File: src/hdl/iss_pkg.sv
// shared types and constants for the integer set store
package iss_pkg;

  // field widths fixed by the interface
  localparam int unsigned VALUE_W = 32;
  localparam int unsigned COUNT_W = 8;
  localparam int unsigned CAP_W   = 8;
  localparam logic [CAP_W-1:0] CAP_RESET = 8'd100;

  // operation codes
  localparam logic OP_INSERT = 1'b0;
  localparam logic OP_REMOVE = 1'b1;

  // input beat
  typedef struct packed {
    logic                      op;
    logic signed [VALUE_W-1:0] value;
  } req_t;

  // result beat
  typedef struct packed {
    logic               was_present;
    logic               changed;
    logic               overflow;
    logic [COUNT_W-1:0] count;
  } rsp_t;

  // controller to datapath commands
  typedef struct packed {
    logic load;
    logic scan_step;
    logic append;
    logic flag_ovf;
    logic shift_init;
    logic shift_step;
    logic dec_count;
  } cmd_t;

  // datapath to controller status
  typedef struct packed {
    logic count_zero;
    logic hit;
    logic miss;
    logic found;
    logic op_remove;
    logic room;
    logic stream_idle;
  } sts_t;

  // controller states, one-hot
  typedef enum logic [4:0] {
    S_IDLE   = 5'b00001,
    S_SCAN   = 5'b00010,
    S_DECIDE = 5'b00100,
    S_SHIFT  = 5'b01000,
    S_REPLY  = 5'b10000
  } state_t;

endpackage

File: src/hdl/iss_ctrl.sv
// controller state machine for the integer set store
module iss_ctrl (
  input  logic          clk,
  input  logic          rst,
  input  logic          start,
  input  iss_pkg::sts_t sts,
  output iss_pkg::cmd_t cmd,
  output logic          busy,
  output logic          done
);

  iss_pkg::state_t state;
  iss_pkg::state_t state_next;

  // state register
  always_ff @(posedge clk) begin
    if (rst) begin
      state <= iss_pkg::S_IDLE;
    end else begin
      state <= state_next;
    end
  end

  // next state and command decode
  always_comb begin
    state_next = state;
    cmd        = '0;
    unique case (state)
      iss_pkg::S_IDLE: begin
        if (start) begin
          cmd.load   = 1'b1;
          state_next = sts.count_zero ? iss_pkg::S_DECIDE : iss_pkg::S_SCAN;
        end
      end
      iss_pkg::S_SCAN: begin
        cmd.scan_step = 1'b1;
        if (sts.hit || sts.miss) begin
          state_next = iss_pkg::S_DECIDE;
        end
      end
      iss_pkg::S_DECIDE: begin
        if (!sts.op_remove) begin
          if (!sts.found) begin
            if (sts.room) begin
              cmd.append = 1'b1;
            end else begin
              cmd.flag_ovf = 1'b1;
            end
          end
          state_next = iss_pkg::S_REPLY;
        end else if (sts.found) begin
          cmd.shift_init = 1'b1;
          state_next     = iss_pkg::S_SHIFT;
        end else begin
          state_next = iss_pkg::S_REPLY;
        end
      end
      iss_pkg::S_SHIFT: begin
        cmd.shift_step = 1'b1;
        if (sts.stream_idle) begin
          cmd.dec_count = 1'b1;
          state_next    = iss_pkg::S_REPLY;
        end
      end
      iss_pkg::S_REPLY: begin
        state_next = iss_pkg::S_IDLE;
      end
      default: begin
        state_next = iss_pkg::S_IDLE;
      end
    endcase
  end

  // handshake flags
  assign busy = (state != iss_pkg::S_IDLE);
  assign done = (state == iss_pkg::S_REPLY);

endmodule

File: src/hdl/iss_datapath.sv
// datapath of the integer set store: entry memory, counters and compare
module iss_datapath #(
  parameter int unsigned DEPTH = 128
) (
  input  logic                          clk,
  input  logic                          rst,
  input  iss_pkg::req_t                 req,
  input  logic                          cfg_we,
  input  logic [iss_pkg::CAP_W-1:0]     cfg_wdata,
  input  iss_pkg::cmd_t                 cmd,
  output iss_pkg::sts_t                 sts,
  output iss_pkg::rsp_t                 rsp
);

  localparam int unsigned AW = (DEPTH > 1) ? $clog2(DEPTH) : 1;
  localparam int unsigned CW = $clog2(DEPTH + 1);
  localparam int unsigned LW = (CW > iss_pkg::CAP_W) ? CW : iss_pkg::CAP_W;

  logic [iss_pkg::VALUE_W-1:0] mem [DEPTH];
  logic [iss_pkg::VALUE_W-1:0] rdata;
  logic [iss_pkg::VALUE_W-1:0] value_q;
  logic                        op_q;
  logic [iss_pkg::CAP_W-1:0]   capacity;
  logic [CW-1:0]               count;
  logic [CW-1:0]               ridx;
  logic [AW-1:0]               cidx;
  logic [AW-1:0]               pos;
  logic                        vld;
  logic                        found_q;
  logic                        changed_q;
  logic                        overflow_q;

  logic                        step;
  logic                        issue;
  logic                        match;
  logic [LW-1:0]               count_ext;
  logic [LW-1:0]               cap_ext;
  logic [LW-1:0]               limit;
  logic                        mem_we;
  logic [AW-1:0]               waddr;
  logic [iss_pkg::VALUE_W-1:0] wdata;

  // stream of reads over held entries, one per cycle while the controller scans or shifts
  assign step      = cmd.scan_step | cmd.shift_step;
  assign issue     = (ridx < count);
  assign match     = vld && (rdata == value_q);

  // usable limit is the smaller of capacity and depth
  assign count_ext = LW'(count);
  assign cap_ext   = LW'(capacity);
  assign limit     = (cap_ext < LW'(DEPTH)) ? cap_ext : LW'(DEPTH);

  // single write port: append at the end or move an entry down
  assign mem_we = cmd.append | (cmd.shift_step & vld);
  assign waddr  = cmd.append ? count[AW-1:0] : (cidx - AW'(1));
  assign wdata  = cmd.append ? value_q : rdata;

  // entry memory with registered read
  always_ff @(posedge clk) begin
    if (mem_we) begin
      mem[waddr] <= wdata;
    end
    if (step && issue) begin
      rdata <= mem[ridx[AW-1:0]];
    end
  end

  // configuration register
  always_ff @(posedge clk) begin
    if (rst) begin
      capacity <= iss_pkg::CAP_RESET;
    end else if (cfg_we) begin
      capacity <= cfg_wdata;
    end
  end

  // request capture
  always_ff @(posedge clk) begin
    if (cmd.load) begin
      value_q <= req.value;
      op_q    <= req.op;
    end
  end

  // match position
  always_ff @(posedge clk) begin
    if (cmd.scan_step && match) begin
      pos <= cidx;
    end
  end

  // read stream control
  always_ff @(posedge clk) begin
    if (rst) begin
      ridx <= '0;
      vld  <= 1'b0;
      cidx <= '0;
    end else if (cmd.load) begin
      ridx <= '0;
      vld  <= 1'b0;
    end else if (cmd.shift_init) begin
      ridx <= CW'(pos) + CW'(1);
      vld  <= 1'b0;
    end else if (step) begin
      ridx <= ridx + CW'(issue);
      vld  <= issue;
      cidx <= ridx[AW-1:0];
    end
  end

  // entry count and result flags
  always_ff @(posedge clk) begin
    if (rst) begin
      count      <= '0;
      found_q    <= 1'b0;
      changed_q  <= 1'b0;
      overflow_q <= 1'b0;
    end else begin
      if (cmd.load) begin
        found_q    <= 1'b0;
        changed_q  <= 1'b0;
        overflow_q <= 1'b0;
      end
      if (cmd.scan_step && match) begin
        found_q <= 1'b1;
      end
      if (cmd.append) begin
        count     <= count + CW'(1);
        changed_q <= 1'b1;
      end
      if (cmd.dec_count) begin
        count     <= count - CW'(1);
        changed_q <= 1'b1;
      end
      if (cmd.flag_ovf) begin
        overflow_q <= 1'b1;
      end
    end
  end

  // status to the controller
  assign sts.count_zero  = (count == '0);
  assign sts.hit         = match;
  assign sts.miss        = vld && !match && ((CW'(cidx) + CW'(1)) == count);
  assign sts.found       = found_q;
  assign sts.op_remove   = (op_q == iss_pkg::OP_REMOVE);
  assign sts.room        = (count_ext < limit);
  assign sts.stream_idle = !issue && !vld;

  // result beat
  assign rsp.was_present = found_q;
  assign rsp.changed     = changed_q;
  assign rsp.overflow    = overflow_q;
  assign rsp.count       = count_ext[iss_pkg::COUNT_W-1:0];

  // count never passes the store depth
  a_count_bound: assert property (@(posedge clk) disable iff (rst)
    count <= CW'(DEPTH))
    else $error("entry count above depth");

  // an append grows the count by exactly one
  a_append_inc: assert property (@(posedge clk) disable iff (rst)
    cmd.append |=> count == $past(count) + CW'(1))
    else $error("append did not grow count");

  // a moved entry lands inside the held range
  a_shift_addr: assert property (@(posedge clk) disable iff (rst)
    (cmd.shift_step && vld) |-> (CW'(cidx) < count) && (cidx != '0))
    else $error("shift write outside held entries");

  // an overflow is only raised on an insert of an absent value
  a_ovf_insert: assert property (@(posedge clk) disable iff (rst)
    cmd.flag_ovf |-> !found_q && (op_q == iss_pkg::OP_INSERT) && !sts.room)
    else $error("overflow on a wrong case");

endmodule

File: src/hdl/integer_set_store_core.sv
// top level of the integer set store: controller plus datapath
//
//  channel   signals                      handshake
//  input     start, busy, req             taken when start high and busy low
//  result    done, rsp                    one beat, valid for the one cycle done is high
//  config    cfg_we, cfg_wdata            capacity written when cfg_we high
//
// an absent value is compared against every held entry (no scan on an empty store), an
// insert that hits stops the scan at the hit, and a remove that hits shifts later
// entries down; the entry memory gives one read per cycle, which sets both the scan
// and the shift.
// reset is synchronous, clears count and sets capacity to 100; entries are not cleared.
// results cannot be held off: done is a one-cycle strobe, busy stays high until it.
module integer_set_store_core #(
  parameter int unsigned DEPTH = 128
) (
  input  logic                      clk,
  input  logic                      rst,
  input  logic                      start,
  output logic                      busy,
  input  iss_pkg::req_t             req,
  output logic                      done,
  output iss_pkg::rsp_t             rsp,
  input  logic                      cfg_we,
  input  logic [iss_pkg::CAP_W-1:0] cfg_wdata
);

  iss_pkg::cmd_t cmd;
  iss_pkg::sts_t sts;

  // sequencing
  iss_ctrl u_ctrl (
    .clk   (clk),
    .rst   (rst),
    .start (start),
    .sts   (sts),
    .cmd   (cmd),
    .busy  (busy),
    .done  (done)
  );

  // storage and compare
  iss_datapath #(
    .DEPTH (DEPTH)
  ) u_datapath (
    .clk       (clk),
    .rst       (rst),
    .req       (req),
    .cfg_we    (cfg_we),
    .cfg_wdata (cfg_wdata),
    .cmd       (cmd),
    .sts       (sts),
    .rsp       (rsp)
  );

endmodule
File: config.mk
export PLATFORM = sky130hd
export DESIGN_NAME = integer_set_store_core
export DESIGN_NICKNAME = d
export VERILOG_FILES = /design/src/hdl/iss_pkg.sv /design/src/hdl/iss_ctrl.sv /design/src/hdl/iss_datapath.sv /design/src/hdl/integer_set_store_core.sv
export SDC_FILE = /design/constraint.sdc
export NUM_CORES = 2
export LEC_CHECK = 0
export BUFFER_PORTS_ARGS = -buffer_cell sky130_fd_sc_hd__buf_2
export CAP_MARGIN = 15
export CORE_ASPECT_RATIO = 0.7
export CORE_UTILIZATION = 50
export CTS_CLUSTER_DIAMETER = 50
export CTS_CLUSTER_SIZE = 12
export DETAILED_ROUTE_END_ITERATION = 12
export PLACE_DENSITY_LB_ADDON = 0.2
export SKIP_LAST_GASP = 1
export SLEW_MARGIN = 10
export SYNTH_ARGS = -nofsm -noshare
export SYNTH_HDL_FRONTEND = slang
export SYNTH_SLANG_ARGS = --single-unit
File: constraint.sdc
create_clock -name clk -period 7.8 [get_ports clk]
set_input_delay 1.56 -clock clk [delete_from_list [all_inputs] [get_ports clk]]
set_output_delay 1.56 -clock clk [all_outputs]
set_load 0.02 [all_outputs]
==> impl_results.md <==
* Fill cells at 23700
* Fmax at 192 MHz
* Slew headroom at 0.0630
* Outcome: finished clean
* DRC viols at 0
* Tot GR Track Use at 0.287
* Aggregate global routing overflow at 0
* Final ANT Viol Nets at 0
* First-pass GRT wire length at 654 mm
* Placer Congestion at 0.953
* DP HPWL at 270 mm
* Boundary Pins at 58
* Post-route minimum period at 5200 ps
* H-tree levels at 5
* Sink Count at 4208
* Hold Vio Cnt, Final at 0
* Count of cell types in the netlist at 78
* Number of synthesized flops with an enable pin at 4168
* Clock skew at 84.2 ps
* Commonest non-fill, non-tap cell in the layout: edfxtp_1
* Mapped Cells at 8030
* Cell Area, Synth at 162000 um2
* Number of max-cap violations at 0
* Die area at 327000 um2
* Final std cells w/o fill at 12700
* Number of port buffers at 57
* Critical Path End Type: flop
* Async SR Flop Fraction at 0
* Layout cells sized above 1 at 0.202
* #FFs+latches synth at 4208
* Post-detailed-route wirelength per cell at 37.3 um
* Final count of pins violating max slew at 0
* Number of setup buffers added after CTS at 0
* Row cnt at 174
* CTS Root Cell: clkbuf_16
* Hold Buf Count CTS at 0
* Arrival time at the worst endpoint at 5790 ps
* Worst-Margin Slew at 1410 ps
* Post-Route Utilization at 0.562
* Worst Hold Class: flop to flop
* Peak VDD IR at 236 uV
* CP Class: flop to flop
* Starting density of the core at 0.504
* Largest net degree at the start of global routing at 155
* Most frequent cells in the layout: 4168 x edfxtp_1, 767 x mux2i_1, 676 x mux4_2
* Nets at 8409
* Drt first pass iters at 7
* Synthesis Warnings at 0
* DIE WIDTH at 683 um
* Clock Latency Late Sink at 960 ps
* CTS tree: built
* Fin crit share at 0.667
* Post-synthesis sequential area ratio at 0.775
* Clock Pin Slew Worst Setup and Hold Paths at 70 ps
* CTS buffer count at 399
* Resized cells post-CTS at 0
* Dpl cells at 12200
* Leakage at 53.3 nW
* Synthesized Nets at 8101
* WP data required at 8390 ps
* Syn avg cell area at 20.2 um2
* Clock Tree Buf Depth at 4
* Via density at 6.67
* Number of global-route vias before repair at 80800
* Power per cell area at 237 nW/um2
* Setup TNS at 0 ps
* Worst hold slack at 463 ps
* Critical Path Source Type: flop
* Initial antenna violation count at 34
* # setup viols final at 0
* Worst-path fanout max at 80
* Via Count at 85000
* Top FF cell, synth: edfxtp_1
* Die Height at 479 um
* Final WL at 475 mm
* RSZ-0062 raised after global routing: no
* 1st-iter DRT viols at 13700
* Area Overhead vs Synth at 11.4%
* Core box area at 322000 um2
[state kept, by name, summed over array words and instances (netlist names)]
| register | cells |
|---|---|
| u_datapath.overflow_q | 1 |
| u_datapath.mem | 4096 |
| u_datapath.pos | 7 |
| u_datapath.cidx | 7 |
| u_datapath.vld | 1 |
| u_datapath.changed_q | 1 |
| u_datapath.op_q | 1 |
| u_datapath.rdata | 32 |
| u_datapath.cap_ext | 8 |
| u_ctrl.state | 5 |
| u_datapath.found_q | 1 |
| u_datapath.value_q | 32 |
| u_datapath.ridx | 8 |
| u_datapath.count | 8 |
[power breakdown]
| part | internal, mW | switching [mW] |
|---|---|---|
| Combinational | 0.0780 | 0.571 |
| Sequential | 24.9 | 0.0676 |
| Clock | 9.30 | 7.91 |
| Total | 34.3 | 8.55 |
[final cells by class]
type	instances	area (um2)	share of cell area
well taps	4312	5400	0.0298
repair buffers	360	3100	0.0171
flip-flops and latches	4208	126000	0.696
inverters	22	83.8	0.000463
multi-input cells	3347	35700	0.197
clock inverters	33	333	0.00184
clock buffers	447	10300	0.0571
diodes	10	25.0	0.000138
[cells in the mapped netlist, drive strengths merged, types with 7 or more instances]
master,instances,share of area
a211oi,15,0.00086
a221oi,30,0.0016
nor2b,14,0.00054
o21ai,29,0.00089
mux4,676,0.094
a32oi,12,0.00074
nand4,97,0.0037
a21oi,222,0.0068
a21o,7,0.00032
clkbuf,194,0.0045
buf,259,0.0082
dfxtp,40,0.0049
nand2,315,0.0073
nand3,212,0.0065
xnor2,17,0.00092
xor2,43,0.0023
ha,25,0.0019
a31oi,9,0.00035
and2,9,0.00035
a22oi,498,0.023
nand2b,7,0.00027
nor4,16,0.00065
inv,21,0.00049
nor3,58,0.0019
and3,17,0.00065
mux2i,772,0.048
edfxtp,4168,0.77
nor2,162,0.0038
[logic make-up (layout without fill, tap and decap cells)]
group | Yosys count | in the layout | synth area share
fa+ha+maj | 26 | 26 | 0.00205
compound gates | 873 | 873 | 0.0374
flops | 4208 | 4208 | 0.775
buf+inv | 475 | 862 | 0.0132
simple gates | 939 | 939 | 0.0273
xor+xnor | 60 | 60 | 0.00323
mux | 1449 | 1449 | 0.141
other cells | 0 | 10 | 0
[critical path, stage by stage, from the launching register on]
cell and delay, ps:
dfxtp_4 920, buf_12 360, buf_12 630, mux4_2 370, mux2i_1 150, o21ai_0 510, nand2_1 480, nor4_1 1140
[metal layers]
metal,track usage,wire [um]
met4,0.0941,17600
met5,0,50
met3,0.0801,61200
met2,0.406,203000
met1,0.433,193000
[through the flow]
step / area, um2 / worst slack (ps) / power (mW)
floorplan: 162000 / 2100 / 25.7
global placement: 170000 / 2730 / 26.1
detailed placement: 170000 / 2730 / 26.1
CTS: 181000 / 2670 / 43.0
global route: 181000 / 2480 / 43.9
finish: 181000 / 2600 / 42.8
[path summary, 6_finish.rpt]
kind,end,slack (ps),start,cells after the start
max,u_datapath.rdata[30]$_DFFE_PP_,2600,u_datapath.ridx[0]$_SDFFE_PP0P_,7
min reg2reg,u_datapath.changed_q$_SDFFE_PP0P_,460,u_datapath.changed_q$_SDFFE_PP0P_,2
min,u_datapath.changed_q$_SDFFE_PP0P_,460,u_datapath.changed_q$_SDFFE_PP0P_,2
max reg2reg,u_datapath.rdata[30]$_DFFE_PP_,2600,u_datapath.ridx[0]$_SDFFE_PP0P_,7
(Power assumes the default switching activity.)
